[config.mk]
export PLATFORM = sky130hd
export DESIGN_NAME = tlvkv_out
export DESIGN_NICKNAME = d
export VERILOG_FILES = /design/src/hw/rtl/tlvkv_pkg.sv /design/src/hw/rtl/tlvkv_out.sv
export SDC_FILE = /design/constraint.sdc
export NUM_CORES = 1
export LEC_CHECK = 0
export BUFFER_PORTS_ARGS = -buffer_cell sky130_fd_sc_hd__buf_2
export CORE_UTILIZATION = 46
export CTS_BUF_LIST = sky130_fd_sc_hd__clkbuf_16
export DETAILED_ROUTE_END_ITERATION = 8
export PLACE_DENSITY = 0.8
export SLEW_MARGIN = 40
export SYNTH_ARGS = -nofsm -noshare
export SYNTH_HDL_FRONTEND = slang
export SYNTH_SLANG_ARGS = --single-unit
[constraint.sdc]
create_clock -name clk -period 2.75 [get_ports clk]
set_input_delay 0.55 -clock clk [delete_from_list [all_inputs] [get_ports clk]]
set_output_delay 0.55 -clock clk [all_outputs]
set_load 0.1 [all_outputs]
[src/hw/rtl/tlvkv_pkg.sv]
package tlvkv_pkg;

  localparam int unsigned STORE_BYTES_DEF     = 1024;
  localparam int unsigned MAX_VALUE_BYTES_DEF = 64;
  localparam int unsigned HDR_BYTES           = 4;
  localparam int unsigned USABLE_RESET        = 1024;
  localparam int unsigned CNT_W               = 11;

  typedef enum logic [2:0] {
    ST_OK        = 3'd0,
    ST_EXISTS    = 3'd1,
    ST_NOT_FOUND = 3'd2,
    ST_NO_SPACE  = 3'd3,
    ST_ERROR     = 3'd4,
    ST_EMPTY     = 3'd5
  } status_t;

  typedef enum logic {
    REQ_ADD    = 1'b0,
    REQ_LOOKUP = 1'b1
  } req_t;

  typedef struct packed {
    status_t          status;
    logic [7:0]       value;
    logic [6:0]       flen;
    logic [CNT_W-1:0] used;
    logic             last;
  } res_t;

endpackage

[src/hw/rtl/tlvkv_out.sv]
module tlvkv_out (
  input  logic                             clk,
  input  logic                             rst,
  input  logic                             load,
  input  tlvkv_pkg::res_t                  res,
  input  logic [tlvkv_pkg::CNT_W-1:0]      eff_usable,
  output logic                             space,
  output logic                             m_tvalid,
  input  logic                             m_tready,
  output logic [39:0]                      m_tdata,  // value_out, found_length, used, free
  output logic [2:0]                       m_tuser,  // status
  output logic                             m_tlast
);

  import tlvkv_pkg::*;

  logic [CNT_W-1:0] free_now;

  assign free_now = (res.used > eff_usable) ? '0 : eff_usable - res.used;
  assign space    = !m_tvalid || m_tready;

  always_ff @(posedge clk) begin
    if (rst) begin
      m_tvalid <= 1'b0;
    end else if (space) begin
      m_tvalid <= load;
    end
    if (space && load) begin
      m_tdata <= {3'b000, free_now, res.used, res.flen, res.value};
      m_tuser <= res.status;
      m_tlast <= res.last;
    end
  end

endmodule

# After elaboration in Yosys (flattened, before gate mapping)

Index checks and enable logic that the tools add are counted.

Bits in registers: 42
Input bits: 45
Word-level logic and storage cells: 10
Output and inout bits: 46

Magnitude comparators: 1
Add/subtract/negate cells: 1
Reduce and logical (&&, ||, !) cells: 3

Operators with widths:

| cell                | number |
|---|---|
| $gt A11 B11 Y1      | 1 |
| $sub A11 B11 Y11    | 1 |
| $logic_and A1 B1 Y1 | 1 |
| $logic_not A1 Y1    | 1 |
| $logic_or A1 B1 Y1  | 1 |

# Logic depth before layout (Yosys ltp)

Gate-level depths: netlist (run 1).

Depth in word-level cells: 3
Gate-level depth with buffers: 8
Depth with buffers taken out: 8

# Worst setup path after synthesis (run 1)

Ideal clock, no wire load.

Path type: register -> register
From: register m_tvalid
To: register m_tdata[0], enable pin
Path slack: -343 ps
Arrival time: 2647 ps
Library setup time: 446 ps
Stages on the path, launching flop included: 3
Cell sequence: dfxtp_1 -> nand2b_1 -> and2_1

Word-level cells in the longest chain between the ends: 3

RTL lines:

| item                   | line            | text |
|---|---|---|
| from (decl)            | tlvkv_out.sv:8  | `output logic m_tvalid,` |
| from (signal assigned) | tlvkv_out.sv:26 | `m_tvalid <= load;` |
| $logic_not A1 Y1       | tlvkv_out.sv:20 | `assign space = !m_tvalid \|\| m_tready;` |
| $logic_or A1 B1 Y1     | tlvkv_out.sv:20 |  |
| named net space        | tlvkv_out.sv:7  | `output logic space,` |
| $logic_and A1 B1 Y1    | tlvkv_out.sv:28 | `if (space && load) begin` |
| to (signal assigned)   | tlvkv_out.sv:29 | `m_tdata <= {3'b000, free_now, res.used, res.flen, res.value};` |
| to (decl)              | tlvkv_out.sv:10 | `output logic [39:0] m_tdata,` |

The timed path passes the listed nets, and every way through them passes these cells.
A chain may end at the register's enable or synchronous reset.

# Worst setup path in the final report (run 1)

From: input res[1] in the netlist's numbering
To: register m_tdata[34] (data pin)

Word-level cells in the longest chain between the ends: 1
Elaborated cells on any way between the ends: 2

RTL lines:

| item                                                      | line            | text |
|---|---|---|
| from (decl)                                               | tlvkv_out.sv:5  | `input tlvkv_pkg::res_t res,` |
| $sub A11 B11 Y11 / $gt A11 B11 Y1 (equally long branches) | tlvkv_out.sv:19 | `assign free_now = (res.used > eff_usable) ? '0 : eff_usable - res.used;` |

Several ways; a longest one is shown, not always the timed one.

==> impl_metrics.json, run 1 <==
{
  "synth_top_area_cell": "edfxtp_1",
  "cts-resized-gates": 0,
  "drive_gt1_share_pct": 44.93,
  "ys_seq_area_share_pct": 66.45,
  "end_kind": "flop",
  "ys_seq_elements": 42,
  "cts_setup_buffers": 0,
  "cpPeakStageDelay_ns": 0.41,
  "synth_edf_count": 41,
  "async_flop_share_pct": 0,
  "cts_tree": "yes",
  "syn_avg_cell_area_um2": 14.16,
  "hold_path_class": "in2reg",
  "die_height_um": 65.98,
  "fin_setup_tns_ns": 0,
  "htreeDepth": 2,
  "coreArea_um2": 3799,
  "port_buffers": 87,
  "final_antenna_net_count": 0,
  "power_density_nw_per_um2": 742.2,
  "synth_top_area_share_pct": 65.38,
  "fin_crit_sh_pct": 82.50,
  "regArea_um2": 1251,
  "wl_um": 3562,
  "die_area_um2": 4353,
  "numCtsBuffers": 5,
  "crit_type": "in2reg",
  "track_usage_pct": 17.58,
  "mostFrequentLayoutCells": "87 x buf_2, 41 x edfxtp_1, 14 x inv_1",
  "leakagePower_nw": 1.146,
  "die_width_um": 65.98,
  "worstPathRequired_ns": 2.78,
  "drv_cap": 0,
  "arrival_ns": 2.30,
  "grt_pass1_vias": 1268,
  "fillCellCount": 306,
  "critPathTopFamily": "adder cells",
  "finalCriticalPeriod_ns": 2.269,
  "utilization_pct": 66.14,
  "yosysWarnings": 0,
  "outcome": "completed",
  "cp_max_fo": 3,
  "rows": 22,
  "worstSkewPairLatency_ns": 0.28,
  "vias": 1338,
  "ys.flop_type": "edfxtp_1",
  "layout.nets": 283,
  "timing.critical_path.buf_inv": 1,
  "start_kind": "input port",
  "antennaDiodeCount": 0,
  "clk_pin_slew_ns": 0.05,
  "clockBufferDepth": 2,
  "cp_cell_sequence": "buf_2, ha_1, fa_1, nand2b_1, a21oi_1, o211ai_1, and3_2, o21ba_2",
  "setup_viol": 0,
  "io_pins": 91,
  "crit_path_top_delay_cell": "fa_1",
  "area_growth_pct": 33.42,
  "grt-ovfl-total": 0,
  "hold_viol": 0,
  "skew_ns": 0.002250,
  "ctsHoldBuffers": 0,
  "start_util_pct": 49.57,
  "ys_top_cells_by_area": "edfxtp_1 65%, ha_1 7.3%, inv_1 2.8%, a21oi_1 2.4%, nor2_1 1.8%",
  "fmax_mhz": 440.8,
  "layout_commonest_cell": "buf_2",
  "antenna_found_initial": 0,
  "synthCells": 133,
  "grt_max_degree": 26,
  "peakVddDrop_uv": 312.2,
  "dp_hpwl_um": 2769,
  "cts.sinks": 42,
  "multi_input_area_um2": 556.8,
  "root_buffer": "clkbuf_16",
  "rsz0062_at_grt": "no",
  "grt_pass1_wl_um": 5651,
  "via_per_inst": 4.865,
  "syn_area_um2": 1883,
  "wl_per_cell_um": 12.95,
  "drv_slew": 0,
  "drt_iter0_drc": 114,
  "dr.pass1.iters": 4,
  "synth_cell_type_count": 35,
  "drc": 0,
  "gp_congestion": 0.8330
}
==> area by class of cell <==
cell class	count	area share, %
well taps	48	2.390
multi-input cells	75	22.16
inverters	14	2.092
repair buffers	88	18.13
clock inverters	3	0.4482
flip-flops and latches	42	49.80
clock buffers	5	4.980
==> synth_stat cells, drive strengths merged (2+ instances only) <==
library cell,number
ha,11
nand2,5
o21ba,2
edfxtp,41
o211ai,2
o21ai,6
xor2,3
a21boi,2
a21oi,9
nand2b,3
buf,4
a211oi,2
nor2,9
nor3,2
and2,2
inv,14
==> layer usage <==
layer  part of all wire, %  routed length, um  GRT usage [%]
met5                     0                  0              0
met1                    41               1445          20.93
met3                   6.9                244          4.310
met4                   1.2                 44          6.383
met2                    51               1828          30.61
==> power breakdown <==
group          internal (W)  total, W  switching (W)  leakage [nW]
sequential         0.000760  0.000769     0.00000944         0.408
combinational      0.000112  0.000564       0.000452         0.671
clock              0.000326  0.000532       0.000206        0.0663
==> per-stage QoR <==
step / worst slack (ns) / hold slack, ns / area [um2] / cells / power (W)
after global routing: 0.3439 / 0.4312 / 2512 / 275 / 0.001937
after detailed placement: 0.2089 / 0.4999 / 2376 / 267 / 0.001347
after floorplan: 0.002316 / 0.6191 / 1893 / 135 / 0.001252
after global placement: 0.2414 / 0.4723 / 2376 / 267 / 0.001339
final: 0.4813 / 0.4308 / 2512 / 275 / 0.001865
after CTS: 0.5036 / 0.4233 / 2512 / 275 / 0.001881
==> logic make-up (layout without fill, tap and decap cells) <==
logic type	Yosys count	after routing	synth area share [%]
multiplexers	1	1	0.5316
XOR/XNOR	4	4	1.861
other	1	3	0.1991
AO/OA/AOI/OAI	27	27	9.900
AND/OR/NAND/NOR	28	28	8.107
buffers and inverters	18	110	4.585
flip-flops	42	42	66.45
adder cells (fa/ha/maj)	12	12	8.372
==> worst paths after layout <==
check / startpoint / to / slack [ns] / depth (start not counted)
max: res[1] / m_tdata[34]$_SDFFCE_PN0P_ / 0.48 / 8
max reg2reg: m_tvalid$_SDFFE_PP0N_ / m_tdata[5]$_DFFE_PP_ / 1.41 / 3
min: rst / m_tvalid$_SDFFE_PP0N_ / 0.43 / 2
min reg2reg: m_tvalid$_SDFFE_PP0N_ / m_tvalid$_SDFFE_PP0N_ / 0.50 / 2
==> state kept, by name (all words and copies together), names as in the netlist <==
register,cells
m_tvalid,1
m_tlast,1
m_tuser,3
m_tdata,37
(Power assumes the default switching activity.)
==> inputs of run 2 (changes only) <==
--- a/config.mk
+++ b/config.mk
@@ -5,11 +5,12 @@
 export SDC_FILE = /design/constraint.sdc
 export NUM_CORES = 1
 export LEC_CHECK = 0
+export ABC_AREA = 1
 export BUFFER_PORTS_ARGS = -buffer_cell sky130_fd_sc_hd__buf_2
-export CORE_UTILIZATION = 46
+export CORE_UTILIZATION = 42
 export CTS_BUF_LIST = sky130_fd_sc_hd__clkbuf_16
 export DETAILED_ROUTE_END_ITERATION = 8
-export PLACE_DENSITY = 0.8
+export PLACE_DENSITY = 0.75
 export SLEW_MARGIN = 40
 export SYNTH_ARGS = -nofsm -noshare
 export SYNTH_HDL_FRONTEND = slang
==> constraint.sdc (replaced) <==
create_clock -name clk -period 1.9 [get_ports clk]
set_input_delay 0.38 -clock clk [delete_from_list [all_inputs] [get_ports clk]]
set_output_delay 0.38 -clock clk [all_outputs]
set_load 0.1 [all_outputs]
==> run 2 against run 1 <==
Effect of this change:
- clock skew is 0.0019 ns higher
- utilization is 6.6 points lower
- worst hold slack worse by 0.18 ns
- synthesized cell count up 54%
- final area is 12% higher
- combinational power increased by 56%
- worst setup slack worse by 0.29 ns
- register-to-register slack lost 0.74 ns
==> impl_metrics.json, run 2 <==
{
  "fin_setup_tns_ns": 0,
  "die_width_um": 72.28,
  "clk_pin_slew_ns": 0.06,
  "grt_pass1_wl_um": 6437,
  "r2r-end": "m_tdata[8]$_DFFE_PP_",
  "syn_area_um2": 2074,
  "synth_top_area_cell": "edfxtp_1",
  "place_area_um2": 2646,
  "die_area_um2": 5224,
  "drt_iter0_drc": 56,
  "wl_per_cell_um": 10.78,
  "layout_commonest_cell": "buf_2",
  "arrival_ns": 1.74,
  "grt-ovfl-total": 0,
  "dr.pass1.iters": 4,
  "numCtsBuffers": 5,
  "start_kind": "input port",
  "clockBufferDepth": 2,
  "largestRegisters": "m_tdata x37, m_tuser x3",
  "vias": 1637,
  "drc": 0,
  "critPathTopFamily": "adder cells",
  "crit_start": "res[1]",
  "stdcell_area_um2": 2813,
  "ys_seq_area_share_pct": 60.31,
  "hold_viol": 0,
  "grt_max_degree": 34,
  "synth-compound-area-share_pct": 2.955,
  "antenna_found_initial": 0,
  "die_height_um": 72.28,
  "crit_path_top_delay_cell": "fa_1",
  "crit_type": "in2reg",
  "place_ws_ns": -0.06048,
  "skew_ns": 0.004107,
  "final_antenna_net_count": 0,
  "coreArea_um2": 4723,
  "htreeDepth": 2,
  "reg2reg_slack_ns": 0.67,
  "drive_gt1_share_pct": 36.93,
  "setup_viol": 0,
  "cts.sinks": 42,
  "yosys-top-cells-count": "55 x nand2_1, 47 x inv_1, 41 x edfxtp_1",
  "fmax_mhz": 586.0,
  "synth_edf_count": 41,
  "regMostFlops": "m_tdata",
  "rsz0062_at_grt": "no",
  "synth_top_area_share_pct": 59.35,
  "synthSimpleGateAreaFrac_pct": 18.09,
  "rows": 25,
  "timing.final.ws_setup_ns": 0.1934,
  "cts-resized-gates": 0,
  "worstPathRequired_ns": 1.94,
  "synth_top_family_by_area": "simple AND/OR/NAND/NOR gates",
  "grt_pass1_vias": 1487,
  "cpPeakStageDelay_ns": 0.41,
  "layout.nets": 362,
  "cp.depth": 11,
  "area_growth_pct": 35.59,
  "endpoint": "m_tdata[32]$_SDFFCE_PN0P_",
  "cts_tree": "yes",
  "finalCriticalPeriod_ns": 1.707,
  "antennaDiodeCount": 0,
  "ys_top_cells_by_area": "edfxtp_1 59%, nand2_1 10%, inv_1 8.5%, ha_1 6.6%, nand3_1 2.4%",
  "synthMuxAreaShare_pct": 0,
  "synth-xor-area-share_pct": 1.267,
  "cp_cell_sequence": "buf_2, ha_1, fa_1, inv_1, nand3_1, nand3_1, nand2_1, nand3_1, nand2_1, nand2_1, inv_1",
  "async_flop_share_pct": 0,
  "drv_slew": 0,
  "ys_seq_elements": 42,
  "wl_um": 4021,
  "synth_cell_type_count": 22,
  "gp_congestion": 0.8365,
  "syn_avg_cell_area_um2": 10.12,
  "peakVddDrop_uv": 372.8,
  "total_power_w": 0.002925,
  "port_buffers": 87,
  "root_buffer": "clkbuf_16",
  "largest_register_ffs": 37,
  "start_util_pct": 43.92,
  "r2r_start": "m_tvalid$_SDFFE_PP0N_",
  "post-synth-top-count-cell": "nand2_1",
  "fin_crit_sh_pct": 89.82,
  "drv_cap": 0,
  "io_pins": 91,
  "leakagePower_nw": 1.473,
  "mostFrequentLayoutCells": "87 x buf_2, 54 x nand2_1, 48 x inv_1",
  "cts_setup_buffers": 0,
  "track_usage_pct": 15.98,
  "yosysWarnings": 0,
  "ctsHoldBuffers": 0,
  "cp_max_fo": 3,
  "end_kind": "flop",
  "timing.critical_path.buf_inv": 3,
  "reg2regPathDepth": 2,
  "ys.flop_type": "edfxtp_1",
  "via_per_inst": 4.389,
  "hold_path_class": "in2reg",
  "outcome": "completed",
  "dp_hpwl_um": 3158,
  "synthCells": 205,
  "worstSkewPairLatency_ns": 0.28,
  "power_density_nw_per_um2": 1040,
  "synth_fa_ha_area_share_pct": 7.600,
  "utilization_pct": 59.55
}
==> run 2: layout make-up <==
class / count / area [um2]
clock buffers: 5 / 125.1
multi-input cells: 115 / 645.6
flip-flops and latches: 42 / 1252
repair buffers: 94 / 488.0
well taps: 67 / 83.83
fillers: 408 / 1911
inverters: 47 / 176.4
clock inverters: 3 / 41.29
==> run 2: report_power, final <==
| part | total [W] | leakage (nW) | switching [W] | internal [W] |
|---|---|---|---|---|
| clock | 0.000934 | 0.0812 | 0.000320 | 0.000614 |
| combinational | 0.000878 | 0.983 | 0.000702 | 0.000177 |
| sequential | 0.00111 | 0.409 | 0.0000139 | 0.00110 |
==> run 2: kinds of logic after synthesis <==
family / count (synthesis)
and+or+nand+nor: 86
buffers and inverters: 50
DFF: 42
adders and majority gates: 12
AOI/OAI and AO/OA: 11
xor gates and xnor gates: 3
other: 1
==> run 2: worst register-to-register path, delay by kind of cell (launching register included) <==
family | cells | cell delay (ns)
buffers and inverters | 1 | 0.38
flip-flops | 1 | 0.34
AO/OA/AOI/OAI | 1 | 0.14
==> run 2: worst min-delay path by stage <==
| stage | start | end | depth (start not counted) |
|---|---|---|---|
| detailed placement | m_tvalid$_SDFFE_PP0N_ | m_tvalid$_SDFFE_PP0N_ | 2 |
| global route | rst | m_tvalid$_SDFFE_PP0N_ | 2 |
| floorplan | rst | m_tvalid$_SDFFE_PP0N_ | 1 |
| CTS | rst | m_tvalid$_SDFFE_PP0N_ | 2 |
| finish | rst | m_tvalid$_SDFFE_PP0N_ | 2 |
| global placement | m_tvalid$_SDFFE_PP0N_ | m_tvalid$_SDFFE_PP0N_ | 2 |
==> run 2: through the flow <==
step / std cells / hold slack [ns]
3_5_place_dp: 365 / 0.4993
4_1_cts: 373 / 0.2491
3_3_place_gp: 365 / 0.4789
2_1_floorplan: 207 / 0.4417
5_1_grt: 373 / 0.2500
6_report: 373 / 0.2494
==> run 2: per-layer routing <==
metal	part of all wire (%)	routed length, um	global-route usage [%]
met1	42	1699	18.91
met2	49	1969	28.45
met3	7.6	305	4.167
met4	1.1	46	4.793
met5	0	0	0
