### src/hw/rtl/tlvkv_pkg.sv
package tlvkv_pkg;

  localparam int unsigned STORE_BYTES_DEF     = 1024;
  localparam int unsigned MAX_VALUE_BYTES_DEF = 64;
  localparam int unsigned HDR_BYTES           = 4;
  localparam int unsigned USABLE_RESET        = 1024;
  localparam int unsigned CNT_W               = 11;

  typedef enum logic [2:0] {
    ST_OK        = 3'd0,
    ST_EXISTS    = 3'd1,
    ST_NOT_FOUND = 3'd2,
    ST_NO_SPACE  = 3'd3,
    ST_ERROR     = 3'd4,
    ST_EMPTY     = 3'd5
  } status_t;

  typedef enum logic {
    REQ_ADD    = 1'b0,
    REQ_LOOKUP = 1'b1
  } req_t;

  typedef struct packed {
    status_t          status;
    logic [7:0]       value;
    logic [6:0]       flen;
    logic [CNT_W-1:0] used;
    logic             last;
  } res_t;

endpackage

### src/hw/rtl/tlvkv_ctrl.sv
module tlvkv_ctrl #(
  parameter int unsigned STORE_BYTES     = tlvkv_pkg::STORE_BYTES_DEF,
  parameter int unsigned MAX_VALUE_BYTES = tlvkv_pkg::MAX_VALUE_BYTES_DEF
) (
  input  logic                             clk,
  input  logic                             rst,
  input  logic                             in_valid,
  output logic                             in_ready,
  input  tlvkv_pkg::req_t                  in_req_type,
  input  logic [15:0]                      in_key,
  input  logic [6:0]                       in_vlen,
  input  logic [7:0]                       in_vbyte,
  input  logic                             in_last,
  input  logic                             cfg_valid,
  input  logic [tlvkv_pkg::CNT_W-1:0]      cfg_data,
  output logic                             mem_we,
  output logic [$clog2(STORE_BYTES)-1:0]   mem_waddr,
  output logic [7:0]                       mem_wdata,
  output logic                             mem_re,
  output logic [$clog2(STORE_BYTES)-1:0]   mem_raddr,
  input  logic [7:0]                       mem_rdata,
  output logic                             res_valid,
  input  logic                             res_ready,
  output tlvkv_pkg::res_t                  res,
  output logic [tlvkv_pkg::CNT_W-1:0]      eff_usable
);

  import tlvkv_pkg::*;

  localparam int AW = $clog2(STORE_BYTES);

  typedef enum logic [3:0] {
    IDLE, ADD_CHECK, HDR, ADD_BYTE, ADD_DONE, LK_START,
    W_RD0, W_RD1, W_RD2, W_RD3, W_RD4, W_CHECK,
    EMIT1, EMIT_RD, EMIT_WT
  } state_t;

  state_t           state;
  logic [CNT_W-1:0] usable_size;
  logic [CNT_W-1:0] used_count;
  logic             add_active;
  status_t          add_verdict;
  logic [6:0]       add_cnt;
  logic [6:0]       add_len;
  logic             walk_add;
  logic [15:0]      r_key;
  logic [6:0]       r_vlen;
  logic [7:0]       r_vbyte;
  logic             r_last;
  logic [CNT_W-1:0] pos;
  logic [7:0]       k_lo, k_hi, l_lo, l_hi;
  logic [1:0]       hc;
  logic [CNT_W-1:0] vaddr;
  logic [6:0]       idx;
  logic [6:0]       flen;
  status_t          res_st;

  logic [15:0]      hdr_len;
  logic [16:0]      rec_end;
  logic             rec_bad;
  logic             key_hit;
  logic             more;
  logic [7:0]       need;
  logic             over;
  logic [CNT_W-1:0] room;
  logic             len_bad;
  logic [CNT_W-1:0] c_need;
  logic [CNT_W-1:0] commit_used;
  status_t          st_done;
  logic             ok_wr;
  logic             emit_last;

  assign eff_usable = (32'(usable_size) > 32'(STORE_BYTES)) ? CNT_W'(STORE_BYTES) : usable_size;

  assign hdr_len = {l_hi, l_lo};
  assign rec_end = 17'(pos) + 17'(HDR_BYTES) + 17'(hdr_len);
  assign rec_bad = (hdr_len == '0) || (hdr_len > 16'(MAX_VALUE_BYTES)) ||
                   (rec_end > 17'(used_count));
  assign key_hit = ({k_hi, k_lo} == r_key);
  assign more    = (rec_end + 17'(HDR_BYTES)) <= 17'(used_count);

  assign need    = 8'(r_vlen) + 8'(HDR_BYTES);
  assign over    = used_count > eff_usable;
  assign room    = eff_usable - used_count;
  assign len_bad = (r_vlen == '0) || (r_vlen > 7'(MAX_VALUE_BYTES)) ||
                   (CNT_W'(need) > eff_usable) || over;

  assign c_need      = CNT_W'(add_len) + CNT_W'(HDR_BYTES);
  assign commit_used = used_count + c_need;
  assign ok_wr       = (add_verdict == ST_OK) && (add_cnt < add_len);
  assign emit_last   = ((idx + 7'd1) == flen);

  always_comb begin
    if (add_verdict != ST_OK) begin
      st_done = add_verdict;
    end else if (add_cnt != add_len) begin
      st_done = ST_ERROR;
    end else if (over || (c_need > room)) begin
      st_done = ST_NO_SPACE;
    end else begin
      st_done = ST_OK;
    end
  end

  assign in_ready = (state == IDLE);

  always_comb begin
    mem_we    = 1'b0;
    mem_waddr = '0;
    mem_wdata = '0;
    mem_re    = 1'b0;
    mem_raddr = '0;
    case (state)
      HDR: begin
        mem_we    = 1'b1;
        mem_waddr = AW'(12'(used_count) + 12'(hc));
        case (hc)
          2'd0:    mem_wdata = r_key[7:0];
          2'd1:    mem_wdata = r_key[15:8];
          2'd2:    mem_wdata = {1'b0, r_vlen};
          default: mem_wdata = 8'd0;
        endcase
      end
      ADD_BYTE: begin
        mem_we    = ok_wr;
        mem_waddr = AW'(12'(used_count) + 12'(HDR_BYTES) + 12'(add_cnt));
        mem_wdata = r_vbyte;
      end
      W_RD0: begin
        mem_re    = 1'b1;
        mem_raddr = AW'(pos);
      end
      W_RD1: begin
        mem_re    = 1'b1;
        mem_raddr = AW'(12'(pos) + 12'd1);
      end
      W_RD2: begin
        mem_re    = 1'b1;
        mem_raddr = AW'(12'(pos) + 12'd2);
      end
      W_RD3: begin
        mem_re    = 1'b1;
        mem_raddr = AW'(12'(pos) + 12'd3);
      end
      EMIT_RD: begin
        mem_re    = 1'b1;
        mem_raddr = AW'(vaddr);
      end
      default: begin
      end
    endcase
  end

  always_comb begin
    res_valid  = 1'b0;
    res.status = ST_OK;
    res.value  = '0;
    res.flen   = '0;
    res.used   = used_count;
    res.last   = 1'b1;
    case (state)
      EMIT1: begin
        res_valid  = 1'b1;
        res.status = res_st;
      end
      EMIT_WT: begin
        res_valid  = 1'b1;
        res.status = ST_EXISTS;
        res.value  = mem_rdata;
        res.flen   = flen;
        res.last   = emit_last;
      end
      ADD_DONE: begin
        res_valid  = 1'b1;
        res.status = st_done;
        res.used   = (st_done == ST_OK) ? commit_used : used_count;
      end
      default: begin
      end
    endcase
  end

  always_ff @(posedge clk) begin
    if (rst) begin
      state       <= IDLE;
      usable_size <= CNT_W'(USABLE_RESET);
      used_count  <= '0;
      add_active  <= 1'b0;
      add_verdict <= ST_OK;
      add_cnt     <= '0;
    end else begin
      if (cfg_valid) begin
        usable_size <= cfg_data;
      end
      case (state)
        IDLE: begin
          if (in_valid) begin
            r_key   <= in_key;
            r_vlen  <= in_vlen;
            r_vbyte <= in_vbyte;
            r_last  <= in_last;
            if (in_req_type == REQ_LOOKUP) begin
              state <= LK_START;
            end else if (add_active) begin
              state <= ADD_BYTE;
            end else begin
              state <= ADD_CHECK;
            end
          end
        end
        ADD_CHECK: begin
          add_active <= 1'b1;
          add_cnt    <= '0;
          add_len    <= r_vlen;
          walk_add   <= 1'b1;
          pos        <= '0;
          hc         <= '0;
          if (len_bad) begin
            add_verdict <= ST_ERROR;
            state       <= ADD_BYTE;
          end else if (CNT_W'(need) > room) begin
            add_verdict <= ST_NO_SPACE;
            state       <= ADD_BYTE;
          end else if (used_count < CNT_W'(HDR_BYTES)) begin
            add_verdict <= ST_OK;
            state       <= HDR;
          end else begin
            add_verdict <= ST_OK;
            state       <= W_RD0;
          end
        end
        HDR: begin
          hc <= hc + 2'd1;
          if (hc == 2'd3) begin
            state <= ADD_BYTE;
          end
        end
        ADD_BYTE: begin
          if (add_verdict == ST_OK) begin
            if (ok_wr) begin
              add_cnt <= add_cnt + 7'd1;
            end else begin
              add_verdict <= ST_ERROR;
            end
          end
          state <= r_last ? ADD_DONE : IDLE;
        end
        ADD_DONE: begin
          if (res_ready) begin
            if (st_done == ST_OK) begin
              used_count <= commit_used;
            end
            add_active  <= 1'b0;
            add_verdict <= ST_OK;
            add_cnt     <= '0;
            state       <= IDLE;
          end
        end
        LK_START: begin
          walk_add <= 1'b0;
          pos      <= '0;
          if (over) begin
            res_st <= ST_ERROR;
            state  <= EMIT1;
          end else if (used_count < CNT_W'(HDR_BYTES)) begin
            res_st <= ST_EMPTY;
            state  <= EMIT1;
          end else begin
            state <= W_RD0;
          end
        end
        W_RD0: state <= W_RD1;
        W_RD1: begin
          k_lo  <= mem_rdata;
          state <= W_RD2;
        end
        W_RD2: begin
          k_hi  <= mem_rdata;
          state <= W_RD3;
        end
        W_RD3: begin
          l_lo  <= mem_rdata;
          state <= W_RD4;
        end
        W_RD4: begin
          l_hi  <= mem_rdata;
          state <= W_CHECK;
        end
        W_CHECK: begin
          if (rec_bad) begin
            if (walk_add) begin
              add_verdict <= ST_ERROR;
              state       <= ADD_BYTE;
            end else begin
              res_st <= ST_ERROR;
              state  <= EMIT1;
            end
          end else if (key_hit) begin
            if (walk_add) begin
              add_verdict <= ST_EXISTS;
              state       <= ADD_BYTE;
            end else begin
              vaddr <= pos + CNT_W'(HDR_BYTES);
              flen  <= hdr_len[6:0];
              idx   <= '0;
              state <= EMIT_RD;
            end
          end else if (more) begin
            pos   <= rec_end[CNT_W-1:0];
            state <= W_RD0;
          end else if (walk_add) begin
            hc    <= '0;
            state <= HDR;
          end else begin
            res_st <= ST_NOT_FOUND;
            state  <= EMIT1;
          end
        end
        EMIT1: begin
          if (res_ready) begin
            state <= IDLE;
          end
        end
        EMIT_RD: state <= EMIT_WT;
        EMIT_WT: begin
          if (res_ready) begin
            if (emit_last) begin
              state <= IDLE;
            end else begin
              idx   <= idx + 7'd1;
              vaddr <= vaddr + CNT_W'(1);
              state <= EMIT_RD;
            end
          end
        end
        default: state <= IDLE;
      endcase
    end
  end

endmodule
### config.mk
export PLATFORM = sky130hd
export DESIGN_NAME = tlvkv_ctrl
export DESIGN_NICKNAME = d
export VERILOG_FILES = /design/src/hw/rtl/tlvkv_pkg.sv /design/src/hw/rtl/tlvkv_ctrl.sv
export SDC_FILE = /design/constraint.sdc
export NUM_CORES = 1
export LEC_CHECK = 0
export BUFFER_PORTS_ARGS = -buffer_cell sky130_fd_sc_hd__clkbuf_2
export CELL_PAD_IN_SITES_DETAIL_PLACEMENT = 1
export CELL_PAD_IN_SITES_GLOBAL_PLACEMENT = 1
export CORE_ASPECT_RATIO = 0.8
export CORE_MARGIN = 2
export CORE_UTILIZATION = 43
export CTS_BUF_LIST = sky130_fd_sc_hd__clkbuf_4
export CTS_CLUSTER_DIAMETER = 80
export DETAILED_ROUTE_END_ITERATION = 10
export PLACE_DENSITY = 0.8
export SLEW_MARGIN = 5
export SYNTH_ARGS = -nofsm -noshare
export SYNTH_HDL_FRONTEND = slang
export SYNTH_SLANG_ARGS = --single-unit
### constraint.sdc
create_clock -name clk -period 5.59 [get_ports clk]
set_input_delay 1.118 -clock clk [delete_from_list [all_inputs] [get_ports clk]]
set_output_delay 1.118 -clock clk [all_outputs]
set_load 0.02 [all_outputs]
======== Yosys cells after proc, flatten, opt, wreduce, memory -nomap -nowiden ========
Cells that the tools add are included.
word-level totals
  register bits ........................... 150
  input port bits ......................... 57
cells by class
  $add $sub $neg .......................... 18
  order comparisons ....................... 11
  eq/ne operators ......................... 44
  mux-type cells .......................... 82
  bitwise operators ....................... 3
  reductions and logical operators ........ 43
operators with widths
  cell                                                            count
  2-to-1 mux 11 bit                                               11
  2-to-1 mux 3 bit                                                22
  2-to-1 mux 7 bit                                                8
  one-hot mux 4 bit (14 select lines)                             1
  2-to-1 mux 4 bit                                                13
  one-hot mux 10 bit (5 select lines)                             1
  one-hot mux 11 bit (2 select lines)                             2
  greater-than comparator 8 x 11 -> 1 bit                         3
  != test 2 bit, second input constant                            15
  equality test 4 bit, second input constant                      7
  one-hot mux 8 bit (3 select lines)                              1
  != test 3 bit, second input constant                            7
  one-hot mux 7 bit (3 select lines)                              1
  AND reduction 7 bit                                             3
  adder 10 x 2 -> 10 bit, second input constant                   2
  one-hot mux 10 bit (2 select lines)                             1
  adder 12 x 16 -> 17 bit                                         1
  adder 17 x 3 -> 17 bit, second input constant                   1
  greater-than comparator 17 x 11 -> 1 bit                        1
  less-or-equal comparator 17 x 11 -> 1 bit                       1
  adder 7 x 3 -> 8 bit, second input constant                     2
  equality test 16 bit                                            1
  equality test 4 x 3 -> 1 bit, second input constant             4
  greater-than comparator 16 x 7 -> 1 bit, second input constant  1
  other kinds (53)                                                91

======== Logic depth before layout (Yosys ltp) ========
  word-level depth ........................ 11
  depth in mapped cells ................... 23
  gate-level depth less buffers ........... 21

======== Worst setup path before layout ========
Ideal clock, no wire load.
  path type ............................... in2reg
  from .................................... in rst
  to ...................................... reg r_key[0], enable pin
  library setup time ...................... 513 ps
  data arrival time ....................... 4903 ps
  required time ........................... 5077 ps
  setup slack ............................. 174 ps
  cell stages on the path ................. 3
  path buffers ............................ 2
  cells stage by stage .................... clkbuf_1 > clkbuf_1 > nor4b_1
on the way
  cells in the longest elaborated chain, start to end .. 2
RTL lines
  what                           RTL line           source
  start: declaration             tlvkv_ctrl.sv:6    input logic rst,
  NOT 1 bit (no line)            -
  AND reduction 3 bit (no line)  -
  end signal: assignment         tlvkv_ctrl.sv:198  r_key <= in_key;
  end: declaration               tlvkv_ctrl.sv:46   logic [15:0] r_key;
No other way between the ends.
A chain may end at the register's enable or synchronous reset.

==> results.txt <==
Drt first pass iters - 5
Reg2Reg Setup Slack - 300 ps
Final period utilization - 1.06
Syn-to-layout area delta - 16.1%
Commonest non-fill, non-tap cell in the layout - nor2_1
First-pass GRT wire length - 58,300 microns
Top-Level Pins - 130
Max layer used - met4
Detail Route met3 WL - 2630 microns
Seq pwr share - 0.343
CTS tree - built
DIE AREA - 0.0276 sq mm
CTS clock-pin slew for the worst setup and hold paths - 160 ps
Final Hold Fails - 0
Reg2Reg Depth - 20
Critical Path Source - usable_size[7]$_SDFFE_PP0P_
Metal2 WL - 17,200 microns
Initial DRC count - 821
Final setup fails - 13
Global Route Usage Sum - 0.275
Skew final - 24.1 ps
DRC violations left - 0
CTS H-tree lvls - 4
Status - finished with violations
Worst Hold Class - reg2reg
Worst Hold Depth - 2
Syn_area_per_cell - 9.30 sq um
Setup TNS - -3800 ps
PD cells - 333 mW/mm^2
Routed wire length - 38,200 microns
Port bufs - 129
Post-Syn Area - 0.0113 sq mm
Cell variety after synth - 73
Commonest non-fill, non-tap cells in the layout - nor2_1, ha_1, clkbuf_2
Leakage power - 5.51 nW
Routability cong. - 0.924
Hold Crit Endpoint - add_active$_SDFFE_PP0P_
Worst Hold Launch - add_active$_SDFFE_PP0P_
Via Count - 10,349
Setup crit start kind - register
CP max stage delay - 560 ps
Syn_nets - 1,401
WP data required - 4470 ps
Largest family of logic cells by synthesized area - simple AND/OR/NAND/NOR gates
Initial Util - 0.434
Clock latency on the worst-skew pair - 610 ps
Complex-gate fraction of the synthesized area - 0.154
Sw power - 1.98 mW
Post-layout util - 0.504
Num Clock Sinks - 149
Post-Synth Adder-Cell Area - 0.146
Post-synth EDFFs - 112
Die H - 149 microns
FF+latch count, synth - 149
Share of layout cells above drive strength 1 - 0.197
Most frequently used flop master after synthesis - edfxtp_1
Post-Synth XOR/XNOR Area - 0.0767
Top-area cell type share of the netlist area - 0.297
Max Clock Freq - 168 MHz
Die width - 185 microns
Post-DP HPWL - 29,100 microns
Failing checks - negative setup slack
CTS buffer count - 17
Worst reg2reg path endpoint - pos[5]$_SDFFCE_PN0P_
Net Sw Frac - 0.452
Combinational share of power - 0.475
WL/cell - 22.1 microns
Setup WS post-layout - -355 ps
MaxCap Viol Count - 0
Initial antenna violation count - 1
CTS max path bufs - 2
Critical Path Stages - 20
Crit path DAT - 4830 ps
YS warnings - 0
Sequential-to-total area share from yosys stat - 0.363
Critical R2R Launch - pos[5]$_SDFFCE_PN0P_
Post-synthesis simple-gate area fraction - 0.194
Slew headroom - 0.270
Worst setup EP type - output port
RSZ-0062 raised after global routing - yes
Pin count of the biggest net entering global routing - 56
Post-Place Cells - 1,683
DRT met1 WL - 17,500 microns
Slowest stage cell, crit path - or4_4
Buf+Inv Stages, Crit Path - 3
CORE AREA - 0.0261 sq mm
Worst-path cell chain - or4_4 > o41ai_4 > buf_4 > nand2_4 > ha_4 > nor2b_2 > o21ai_2 > a21oi_2 > o21ai_2 > nand2b_1 > a21oi_2 > xor2_1 > ha_1 > a21oi_1 > o21ai_2 > a31oi_2 > nand3_2 > buf_6 > mux2_4 > buf_6
Final Critical Period - 5940 ps
Gate Count Post-Synth - 1,216
Worst IR Drop VDD - 0.162 mV
Via-per-instance ratio - 5.98
Row cnt - 53
Worst Setup Path Type - reg2out
CP dominant cell by count - o21ai_2
Worst Tran Pin Value - 1090 ps
Nets - 1,545
P_int - 2.40 mW
GR Overflow Total - 0
Post-synthesis mux area share - 0.0275
Crit Path Max Fanout - 6
Ys async rst share - 0
Top cells by area, synth - edfxtp_1, ha_1, dfxtp_1
Antenna-violating nets left - 0
Vias in the first global route - 10,424
Root Buffer - clkbuf_4
Leading area contributor after synthesis - edfxtp_1
Slew Limit Fails - 0
Final Non-Filler Cells - 1,731
Top delay family on crit path - compound AO/OA/AOI/OAI gates
Clock network fraction of total power - 0.182
==> metrics by stage <==
step           hold WS (ps)  area (sq um)  power (mW)  setup slack [ps]
6_report                523         13100        4.38              -355
5_1_grt                 558         13100        4.63              -502
4_1_cts                 520         12900        4.28              -267
3_5_place_dp            501         12400        3.46             -29.5
3_3_place_gp            483         12400        3.37               357
2_1_floorplan           445         11300        2.83               174
==> final cells by class <==
cell class                 count  area, sq um
antenna                        1         2.50
clock buffer                  17          128
clock inverter                15          188
fill                        3017        12900
inverter                      70          263
multi-input combinational    955         6990
sequential                   149         4110
tap                          357          447
timing repair buffer         167         1010
==> kinds of logic (layout without fill, tap and decap cells) <==
group | Yosys count | count (layout)
AND/OR/NAND/NOR | 439 | 439
other | 0 | 1
adder cells (fa/ha/maj) | 128 | 128
AO/OA/AOI/OAI | 259 | 259
multiplexers | 30 | 30
buffers and inverters | 112 | 269
XOR/XNOR | 99 | 99
flip-flops | 149 | 149
==> synthesized netlist by cell type, types with 24 or more instances <==
cell,number
nor2_1,134
dfxtp_1,37
nand2_1,72
edfxtp_1,112
nor3_1,33
xor2_1,53
a21oi_1,66
inv_1,70
o21ai_0,54
xnor2_1,46
and2_1,28
ha_1,122
nand3_1,32
clkbuf_1,33
nand4_1,24
==> state kept, by name, indices dropped and copies added, names as in the netlist, 2 cells and up <==
signal,flops
add_cnt,7
add_len,7
add_verdict,3
flen,7
hc,2
idx,7
k_hi,8
k_lo,8
l_hi,8
l_lo,8
pos,11
r_key,16
r_vbyte,8
r_vlen,7
res_st,3
state,4
usable_size,11
used_count,11
vaddr,10
==> power by group through the flow <==
stage | registers [mW] | clock network [mW] | logic [mW]
final | 1.50 | 0.796 | 2.08
after global routing | 1.52 | 0.841 | 2.27
after CTS | 1.50 | 0.796 | 1.98
after detailed placement | 1.53 | 0 | 1.94
after global placement | 1.52 | 0 | 1.86
after floorplan | 1.42 | 0 | 1.41
==> worst max path at each step <==
stage | endpoint | slack [ps]
floorplan | r_key[0]$_DFFE_PP_ | 170
global placement | pos[8]$_SDFFCE_PN0P_ | 360
detailed placement | res[9] | -30
CTS | res[11] | -270
global route | res[5] | -500
finish | res[5] | -350
==> tightest hold or removal path: cells and delay by family, from the launching register on <==
kind	cells	cell delay [ps]
flip-flops	1	350
AND/OR/NAND/NOR	1	100
AO/OA/AOI/OAI	1	50
==> repair_timing <==
item,in CTS,in global routing
buffers inserted,6,9
cloned,1,0
hold buffers,0,0
gates resized for setup,33,64
endpoints found under the setup margin,13,55
pin swaps,13,11
==> routing by layer <==
metal  up-vias  global-route usage
met5         -                   0
met3        62              0.0442
met1      5121               0.391
met2       414               0.435
met4         0              0.0758
li1       4752                   -
No activity file was read; power rests on OpenSTA's default activity.
